$ cat src/hdl/drrp_pkg.sv
// ----------------------------------------------------------------------------
// drrp_pkg
// Shared sizes, codes and command/status types of the DNS record parser.
// ----------------------------------------------------------------------------
`default_nettype none
package drrp_pkg;

	localparam int MESSAGE_BYTES = 512;
	localparam int MAX_RECORDS   = 63;
	localparam int ADDR_W        = $clog2(MESSAGE_BYTES);
	localparam int OFF_W         = $clog2(MESSAGE_BYTES + 1);

	localparam int OUT_BITS      = 123;
	localparam int OUT_W         = ((OUT_BITS + 7) / 8) * 8;

	typedef logic [OFF_W-1:0] off_t;

	// result status codes
	localparam logic [2:0] ST_OK        = 3'd0;
	localparam logic [2:0] ST_SHORT     = 3'd1;
	localparam logic [2:0] ST_BAD_NAME  = 3'd2;
	localparam logic [2:0] ST_LONG_NAME = 3'd3;
	localparam logic [2:0] ST_BAD_RDLEN = 3'd4;
	localparam logic [2:0] ST_OVERFLOW  = 3'd5;
	localparam logic [2:0] ST_LIMIT     = 3'd6;

	// configuration register indexes
	localparam logic CFG_MX_ONLY = 1'b0;
	localparam logic CFG_MAX_LEN = 1'b1;

	// record types and class
	localparam logic [15:0] TYPE_A     = 16'd1;
	localparam logic [15:0] TYPE_NS    = 16'd2;
	localparam logic [15:0] TYPE_CNAME = 16'd5;
	localparam logic [15:0] TYPE_SOA   = 16'd6;
	localparam logic [15:0] TYPE_PTR   = 16'd12;
	localparam logic [15:0] TYPE_MX    = 16'd15;
	localparam logic [15:0] TYPE_AAAA  = 16'd28;
	localparam logic [15:0] CLASS_IN   = 16'd1;

	localparam logic [10:0] LEN_CAP    = 11'd2047;

	// datapath operations
	localparam logic [4:0] OP_NOP      = 5'd0;
	localparam logic [4:0] OP_LOAD     = 5'd1;
	localparam logic [4:0] OP_INIT     = 5'd2;
	localparam logic [4:0] OP_SHIFT    = 5'd3;
	localparam logic [4:0] OP_HDR      = 5'd4;
	localparam logic [4:0] OP_NINIT    = 5'd5;
	localparam logic [4:0] OP_NLEN     = 5'd6;
	localparam logic [4:0] OP_NPTR     = 5'd7;
	localparam logic [4:0] OP_NEND     = 5'd8;
	localparam logic [4:0] OP_ACLR     = 5'd9;
	localparam logic [4:0] OP_TSHIFT   = 5'd10;
	localparam logic [4:0] OP_SET_TYPE = 5'd11;
	localparam logic [4:0] OP_SET_CLS  = 5'd12;
	localparam logic [4:0] OP_SET_TTL  = 5'd13;
	localparam logic [4:0] OP_SET_RDL  = 5'd14;
	localparam logic [4:0] OP_SET_PREF = 5'd15;
	localparam logic [4:0] OP_OWNER    = 5'd16;
	localparam logic [4:0] OP_OPAQUE   = 5'd17;
	localparam logic [4:0] OP_ANSDEC   = 5'd18;
	localparam logic [4:0] OP_EMIT     = 5'd19;
	localparam logic [4:0] OP_SUMMARY  = 5'd20;

	// read address sources
	localparam logic [2:0] AS_OFF   = 3'd0;
	localparam logic [2:0] AS_NOFF  = 3'd1;
	localparam logic [2:0] AS_NOFF1 = 3'd2;
	localparam logic [2:0] AS_B6    = 3'd3;
	localparam logic [2:0] AS_B7    = 3'd4;

	typedef struct packed {
		logic [4:0] op;
		logic [2:0] asel;
		logic [4:0] cnt;
		logic [2:0] st;
	} cmd_t;

	typedef struct packed {
		logic overflow;
		logic len_lt12;
		logic ans_zero;
		logic off_ge_len;
		logic noff_ge_len;
		logic byte_zero;
		logic byte_ptr;
		logic ptr_bad_len;
		logic lab_bad;
		logic ptr_bad;
		logic name_long;
		logic take_short;
		logic rd_short;
		logic rdlen_bad;
		logic is_name_type;
		logic is_mx;
		logic is_soa;
		logic is_a_in;
		logic is_aaaa_in;
		logic skip;
		logic limit;
		logic out_full;
	} sts_t;

endpackage
`default_nettype wire

$ cat src/hdl/drrp_ctrl.sv
// ----------------------------------------------------------------------------
// drrp_ctrl
// Parse sequencer: load, header, question, answer walk, name and field fetch.
// ----------------------------------------------------------------------------
`default_nettype none
module drrp_ctrl (
	input  wire logic           clk,
	input  wire logic           arst_n,
	input  wire logic           s_tvalid,
	input  wire logic           s_tlast,
	output logic                s_tready,
	input  wire drrp_pkg::sts_t sts,
	output drrp_pkg::cmd_t      cmd
);

	localparam logic [4:0] S_LOAD   = 5'd0;
	localparam logic [4:0] S_HDR    = 5'd1;
	localparam logic [4:0] S_H7     = 5'd2;
	localparam logic [4:0] S_HA     = 5'd3;
	localparam logic [4:0] S_HANS   = 5'd4;
	localparam logic [4:0] S_QTAKE  = 5'd5;
	localparam logic [4:0] S_REC    = 5'd6;
	localparam logic [4:0] S_TYPE   = 5'd7;
	localparam logic [4:0] S_TYPE_L = 5'd8;
	localparam logic [4:0] S_CLS_L  = 5'd9;
	localparam logic [4:0] S_TTL_L  = 5'd10;
	localparam logic [4:0] S_RDL_L  = 5'd11;
	localparam logic [4:0] S_RDCHK  = 5'd12;
	localparam logic [4:0] S_MX_L   = 5'd13;
	localparam logic [4:0] S_SOA2   = 5'd14;
	localparam logic [4:0] S_SOA3   = 5'd15;
	localparam logic [4:0] S_OPAQUE = 5'd16;
	localparam logic [4:0] S_FIN    = 5'd17;
	localparam logic [4:0] S_EMIT   = 5'd18;
	localparam logic [4:0] S_SUM    = 5'd19;
	localparam logic [4:0] N_INIT   = 5'd20;
	localparam logic [4:0] N_RD     = 5'd21;
	localparam logic [4:0] N_LEN    = 5'd22;
	localparam logic [4:0] N_PTR    = 5'd23;
	localparam logic [4:0] N_END    = 5'd24;
	localparam logic [4:0] T_CHK    = 5'd25;
	localparam logic [4:0] T_RD     = 5'd26;
	localparam logic [4:0] T_SH     = 5'd27;

	logic [4:0] state_q, state_d, nret_q, nret_d, tret_q, tret_d;
	logic [4:0] tcnt_q, tcnt_d, k_q, k_d;
	logic [2:0] err_q, err_d;

	assign s_tready = (state_q == S_LOAD);

	// next state and datapath command
	always_comb begin
		state_d  = state_q;
		nret_d   = nret_q;
		tret_d   = tret_q;
		tcnt_d   = tcnt_q;
		k_d      = k_q;
		err_d    = err_q;
		cmd.op   = drrp_pkg::OP_NOP;
		cmd.asel = drrp_pkg::AS_OFF;
		cmd.cnt  = tcnt_q;
		cmd.st   = err_q;
		unique case (state_q)
			S_LOAD: begin
				if (s_tvalid) begin
					cmd.op = drrp_pkg::OP_LOAD;
					if (s_tlast) state_d = S_HDR;
				end
			end
			S_HDR: begin
				cmd.op   = drrp_pkg::OP_INIT;
				cmd.asel = drrp_pkg::AS_B6;
				if (sts.overflow) begin
					err_d = drrp_pkg::ST_OVERFLOW; state_d = S_SUM;
				end else if (sts.len_lt12) begin
					err_d = drrp_pkg::ST_SHORT; state_d = S_SUM;
				end else begin
					state_d = S_H7;
				end
			end
			S_H7: begin
				cmd.op   = drrp_pkg::OP_SHIFT;
				cmd.asel = drrp_pkg::AS_B7;
				state_d  = S_HA;
			end
			S_HA: begin
				cmd.op  = drrp_pkg::OP_SHIFT;
				state_d = S_HANS;
			end
			S_HANS: begin
				cmd.op  = drrp_pkg::OP_HDR;
				nret_d  = S_QTAKE;
				state_d = N_INIT;
			end
			S_QTAKE: begin
				tcnt_d = 5'd4; tret_d = S_REC; state_d = T_CHK;
			end
			S_REC: begin
				if (sts.ans_zero) begin
					err_d = drrp_pkg::ST_OK; state_d = S_SUM;
				end else begin
					cmd.op = drrp_pkg::OP_OWNER; nret_d = S_TYPE; state_d = N_INIT;
				end
			end
			S_TYPE: begin
				tcnt_d = 5'd2; tret_d = S_TYPE_L; state_d = T_CHK;
			end
			S_TYPE_L: begin
				cmd.op = drrp_pkg::OP_SET_TYPE;
				tcnt_d = 5'd2; tret_d = S_CLS_L; state_d = T_CHK;
			end
			S_CLS_L: begin
				cmd.op = drrp_pkg::OP_SET_CLS;
				tcnt_d = 5'd4; tret_d = S_TTL_L; state_d = T_CHK;
			end
			S_TTL_L: begin
				cmd.op = drrp_pkg::OP_SET_TTL;
				tcnt_d = 5'd2; tret_d = S_RDL_L; state_d = T_CHK;
			end
			S_RDL_L: begin
				cmd.op  = drrp_pkg::OP_SET_RDL;
				state_d = S_RDCHK;
			end
			S_RDCHK: begin
				// dispatch on record type
				if (sts.rd_short) begin
					err_d = drrp_pkg::ST_SHORT; state_d = S_SUM;
				end else if (sts.is_name_type) begin
					nret_d = S_FIN; state_d = N_INIT;
				end else if (sts.is_mx) begin
					tcnt_d = 5'd2; tret_d = S_MX_L; state_d = T_CHK;
				end else if (sts.is_soa) begin
					nret_d = S_SOA2; state_d = N_INIT;
				end else if (sts.is_a_in) begin
					tcnt_d = 5'd4; tret_d = S_FIN; state_d = T_CHK;
				end else if (sts.is_aaaa_in) begin
					tcnt_d = 5'd16; tret_d = S_FIN; state_d = T_CHK;
				end else begin
					state_d = S_OPAQUE;
				end
			end
			S_MX_L: begin
				cmd.op = drrp_pkg::OP_SET_PREF; nret_d = S_FIN; state_d = N_INIT;
			end
			S_SOA2: begin
				nret_d = S_SOA3; state_d = N_INIT;
			end
			S_SOA3: begin
				tcnt_d = 5'd20; tret_d = S_FIN; state_d = T_CHK;
			end
			S_OPAQUE: begin
				cmd.op = drrp_pkg::OP_OPAQUE; state_d = S_FIN;
			end
			S_FIN: begin
				if (sts.rdlen_bad) begin
					err_d = drrp_pkg::ST_BAD_RDLEN; state_d = S_SUM;
				end else begin
					cmd.op = drrp_pkg::OP_ANSDEC;
					if (sts.skip) begin
						state_d = S_REC;
					end else if (sts.limit) begin
						err_d = drrp_pkg::ST_LIMIT; state_d = S_SUM;
					end else begin
						state_d = S_EMIT;
					end
				end
			end
			S_EMIT: begin
				if (!sts.out_full) begin
					cmd.op = drrp_pkg::OP_EMIT; state_d = S_REC;
				end
			end
			S_SUM: begin
				if (!sts.out_full) begin
					cmd.op = drrp_pkg::OP_SUMMARY; state_d = S_LOAD;
				end
			end
			N_INIT: begin
				cmd.op = drrp_pkg::OP_NINIT;
				if (sts.off_ge_len) begin
					err_d = drrp_pkg::ST_BAD_NAME; state_d = S_SUM;
				end else begin
					state_d = N_RD;
				end
			end
			N_RD: begin
				cmd.asel = drrp_pkg::AS_NOFF;
				if (sts.noff_ge_len) begin
					err_d = drrp_pkg::ST_BAD_NAME; state_d = S_SUM;
				end else begin
					state_d = N_LEN;
				end
			end
			N_LEN: begin
				cmd.op   = drrp_pkg::OP_NLEN;
				cmd.asel = drrp_pkg::AS_NOFF1;
				if (sts.byte_zero) begin
					state_d = N_END;
				end else if (sts.byte_ptr) begin
					if (sts.ptr_bad_len) begin
						err_d = drrp_pkg::ST_BAD_NAME; state_d = S_SUM;
					end else begin
						state_d = N_PTR;
					end
				end else if (sts.lab_bad) begin
					err_d = drrp_pkg::ST_BAD_NAME; state_d = S_SUM;
				end else begin
					state_d = N_RD;
				end
			end
			N_PTR: begin
				// follow only backward pointers
				if (sts.ptr_bad) begin
					err_d = drrp_pkg::ST_BAD_NAME; state_d = S_SUM;
				end else begin
					cmd.op = drrp_pkg::OP_NPTR; state_d = N_RD;
				end
			end
			N_END: begin
				cmd.op = drrp_pkg::OP_NEND;
				if (sts.name_long) begin
					err_d = drrp_pkg::ST_LONG_NAME; state_d = S_SUM;
				end else begin
					state_d = nret_q;
				end
			end
			T_CHK: begin
				if (sts.take_short) begin
					err_d = drrp_pkg::ST_SHORT; state_d = S_SUM;
				end else begin
					cmd.op = drrp_pkg::OP_ACLR; k_d = tcnt_q; state_d = T_RD;
				end
			end
			T_RD: begin
				state_d = T_SH;
			end
			T_SH: begin
				cmd.op = drrp_pkg::OP_TSHIFT;
				k_d    = k_q - 5'd1;
				state_d = (k_q == 5'd1) ? tret_q : T_RD;
			end
			default: state_d = S_LOAD;
		endcase
	end

	// hold sequencer state
	always_ff @(posedge clk or negedge arst_n) begin
		if (!arst_n) begin
			state_q <= S_LOAD;
			nret_q  <= S_LOAD;
			tret_q  <= S_LOAD;
			tcnt_q  <= '0;
			k_q     <= '0;
			err_q   <= drrp_pkg::ST_OK;
		end else begin
			state_q <= state_d;
			nret_q  <= nret_d;
			tret_q  <= tret_d;
			tcnt_q  <= tcnt_d;
			k_q     <= k_d;
			err_q   <= err_d;
		end
	end

	// input taken only while loading
	a_ready_load: assert property (@(posedge clk) disable iff (!arst_n)
		(cmd.op == drrp_pkg::OP_LOAD) |-> (state_q == S_LOAD && s_tvalid))
		else $error("load command outside loading");

	// field fetch never runs without bytes left
	a_take_count: assert property (@(posedge clk) disable iff (!arst_n)
		(state_q == T_SH) |-> (k_q != 5'd0))
		else $error("field fetch with zero bytes left");

	// a beat of the last byte starts the header check
	a_last_hdr: assert property (@(posedge clk) disable iff (!arst_n)
		(state_q == S_LOAD && s_tvalid && s_tlast) |=> (state_q == S_HDR))
		else $error("parse did not start after last byte");

endmodule
`default_nettype wire

$ cat config.mk
export PLATFORM = sky130hd
export DESIGN_NAME = drrp_ctrl
export DESIGN_NICKNAME = d
export VERILOG_FILES = /design/src/hdl/drrp_pkg.sv /design/src/hdl/drrp_ctrl.sv
export SDC_FILE = /design/constraint.sdc
export NUM_CORES = 1
export LEC_CHECK = 0
export BUFFER_PORTS_ARGS = -buffer_cell sky130_fd_sc_hd__buf_2
export CAP_MARGIN = 20
export CORE_ASPECT_RATIO = 1.2
export CORE_MARGIN = 2
export CORE_UTILIZATION = 40
export CTS_BUF_LIST = sky130_fd_sc_hd__clkbuf_8
export DETAILED_ROUTE_END_ITERATION = 8
export HOLD_SLACK_MARGIN = 0.1
export PLACE_DENSITY = 0.65
export SLEW_MARGIN = 20
export SYNTH_ARGS = -nofsm -noshare
export SYNTH_HDL_FRONTEND = slang
export SYNTH_SLANG_ARGS = --single-unit
$ cat constraint.sdc
create_clock -name clk -period 2.8 [get_ports clk]
set_clock_uncertainty 0.05 [all_clocks]
set_input_delay 0.28 -clock clk [delete_from_list [all_inputs] [get_ports clk]]
set_output_delay 0.28 -clock clk [all_outputs]
set_load 0.05 [all_outputs]
==> out/metrics.csv <==
stage;metric;value;unit
placement;place_congestion;0.948;
sta;period_minus_slack;2570;ps
cts;root_buffer;clkbuf_8;
synthesis;async_flop_share;100;%
synthesis;synth_top_cell_by_area;dfrtp_1;
drt;wl_per_cell;19.6;um
cts;cts_tree;done;
synthesis;synth_warnings;0;
sta;max_freq;390;MHz
floorplan;die_w;75.3;um
power;vdd_drop_max;0.471;mV
min_path;timing.hold.worst.start;sts[0];
min_path;hold_path_class;in -> reg;
global_routing;grtUsageTotal;27.3;%
synthesis;syn_avg_cell_area;7.68;um2
sta;setup_ws;233;ps
cts;post_cts_buffers;0;
sta;rsz0062_at_grt;false;
placement;hpwl;6540;um
global_routing;antenna_found_initial;0;
drt;drc_errors;0;
sta;maxSlewViolCount;0;
sta;tightest_slew;642;ps
worst_setup_path;crit_path_start_kind;register;
job;maxCapViolations;0;
synthesis;ys.flop_type;dfrtp_1;
cells_and_area;fin_util;47.9;%
status;outcome;finished, final reports clean;
power;leakagePower;1.26;nW
sta;hold_viol;0;
worst_setup_path;regToRegSetupSlack;380;ps
cells_and_area;final_area;2860;um2
power;share_comb_of_total_power;71.9;%
power;cellPowerDensity;1280;nW/um2
sta;setup_viol;0;
drt;via_count;2678;
cts;cts.htree.levels;1;
sta;whs;310;ps
cts;clkSinkCount;26;
synthesis;synth.distinct_cells;62;
synthesis;synth_cells;318;
worst_setup_path;rr_worst_depth;6;
synthesis;synth.most_common_cell;a21oi_1;
placement;dp_slack;454;ps
floorplan;die_y;89.6;um
cts;path_clk_slew;110;ps
floorplan;coreArea;5970;um2
min_path;worstHoldEndpoint;state_q[0]$_DFFE_PN0P_;
power;p_seq_share;19.2;%
power;p_total;3.67;mW
synthesis;synth_top_area_share;26.6;%
placement;dp.cells;434;
sta;max-slew-margin-rel;57.2;%
power;clkPwrFrac;9.0;%
drt;drtPass1Iterations;5;
power;switching_share;55.2;%
cells_and_area;nets;386;
synthesis;syn_area;2440;um2
drt;ant_nets;0;
cells_and_area;areaGrowthSynthToFinish;17.2;%
cells_and_area;fin_cells;439;
sta;setup_tns;0;ps
placement;place_area;2780;um2
drt;drtIter0Drc;277;
cts;cts_buffers;3;
drt;post_drt_via_cell_ratio;6.10;
drt;routed_wl;8590;um
worst_setup_path;critPathCaptureType;output port;
synthesis;synth-seq-area-share;26.6;%
power;intPower;1.64;mW
worst_setup_path;critPathArrivalTime;2240;ps
sta;finalCritPeriodShare;91.7;%
floorplan;initial_core_util;40.9;%
worst_setup_path;rr_endpoint;state_q[0]$_DFFE_PN0P_;
synthesis;ys_top_cells_by_count;a21oi_1 (29), dfrtp_1 (26), nor2_1 (26), o21ai_0 (23), nand2_1 (21);
floorplan;io_pins;43;
placement;io_buffers;40;
floorplan;rows;31;
synthesis;synth_seq_cells;26;
floorplan;dieArea;6750;um2
worst_setup_path;required;2470;ps
cts;cts.path.max_buffers;2;
cells_and_area;drive_gt1_share;24.6;%
cells_and_area;n_antenna_cell;0;
synthesis;synth_edf_count;0;
global_routing;overflow;0;
global_routing;grt_start_max_net_pins;27;
worst_setup_path;r2r_start;state_q[2]$_DFFE_PN0P_;
worst_setup_path;critPathMaxFanout;16;
global_routing;grt_pass1_wl;13800;um
power;p_sw;2.03;mW
min_path;holdPathStages;3;
global_routing;grt_pass1_vias;2635;
cts;clock_latency;280;ps
synthesis;synth_area_leaders;dfrtp_1 (27%), a21oi_1 (5.9%), o21ai_0 (4.7%);
worst_setup_path;worstSetupPathType;reg -> out;
## what timing repair did
action	CTS	global route
setup endpoints to repair	0	1
hold buffers	1	0
endpoints found under the hold margin	26	0
gates resized for setup	0	1
## sequential cells by signal (all words and copies together) (netlist names)
signal / count
k_q: 5
err_q: 3
tcnt_q: 3
tret_q: 5
nret_q: 5
state_q: 5
## power groups by stage
stage,logic [mW],clock network [mW],registers [mW]
after floorplan,1.88,0,0.708
after CTS,2.60,0.334,0.695
after global placement,2.61,0,0.697
final,2.64,0.329,0.703
after detailed placement,2.59,0,0.703
after global routing,2.85,0.349,0.731
## layer usage
metal	track usage, %	share of wire [%]
met3	2.46	4.9
met2	45.5	48
met5	0	0
met1	35.6	43
met4	12.4	3.6
## cell type report
cell class,instances,area [um2]
clock inverter,1,30.0
inverter,20,75.1
sequential,26,652
multi-input combinational,244,1590
timing repair buffer,63,375
tap,82,103
clock buffer,3,41.3
fill,632,3110
## worst max-delay path, cell delays in order, from the launching register on
cell       delay (ps)
dfrtp_1           660
nor2b_1           480
nand4b_2          210
buf_4             220
o2111ai_1          80
buf_2             300
## worst max path at each step
stage | startpoint | to | slack (ps) | cells after the start
floorplan | state_q[4]$_DFFE_PN0P_ | cmd[13] | 50 | 7
global placement | state_q[3]$_DFFE_PN0P_ | err_q[2]$_DFFE_PN0P_ | 480 | 5
detailed placement | state_q[3]$_DFFE_PN0P_ | nret_q[2]$_DFFE_PN0P_ | 450 | 6
CTS | state_q[3]$_DFFE_PN0P_ | cmd[12] | 170 | 7
global route | state_q[0]$_DFFE_PN0P_ | cmd[11] | 140 | 5
finish | state_q[0]$_DFFE_PN0P_ | cmd[11] | 230 | 5
## cells by family (layout without fill, tap and decap cells)
kind of cell / Yosys count / after routing / share of synthesized area (%)
fa+ha+maj: 2 / 2 / 1.02
buf+inv: 49 / 87 / 8.86
xor+xnor: 1 / 1 / 0.359
simple gates: 111 / 111 / 24.0
compound gates: 111 / 111 / 31.4
mux: 17 / 17 / 7.63
other cells: 1 / 2 / 0.154
flops: 26 / 26 / 26.6
## layout by cell type (no fill, tap or decap), types with 3 or more instances in the layout
| master | instances |
|---|---|
| o22ai_1 | 7 |
| o211ai_1 | 4 |
| nand2b_1 | 7 |
| nor2_1 | 26 |
| a31oi_1 | 8 |
| dfrtp_1 | 25 |
| inv_1 | 19 |
| nor3_1 | 6 |
| clkbuf_8 | 3 |
| mux2_2 | 9 |
| buf_4 | 22 |
| o2bb2ai_1 | 3 |
| nor2b_1 | 8 |
| a21oi_1 | 29 |
| mux2i_1 | 7 |
| and2b_1 | 3 |
| nand4_1 | 4 |
| buf_2 | 40 |
| nand2_1 | 21 |
| and3_1 | 5 |
| o21a_1 | 3 |
| o21ai_0 | 23 |
| nand3_1 | 15 |
| nor4_1 | 3 |
No activity file was read; power rests on OpenSTA's default activity.
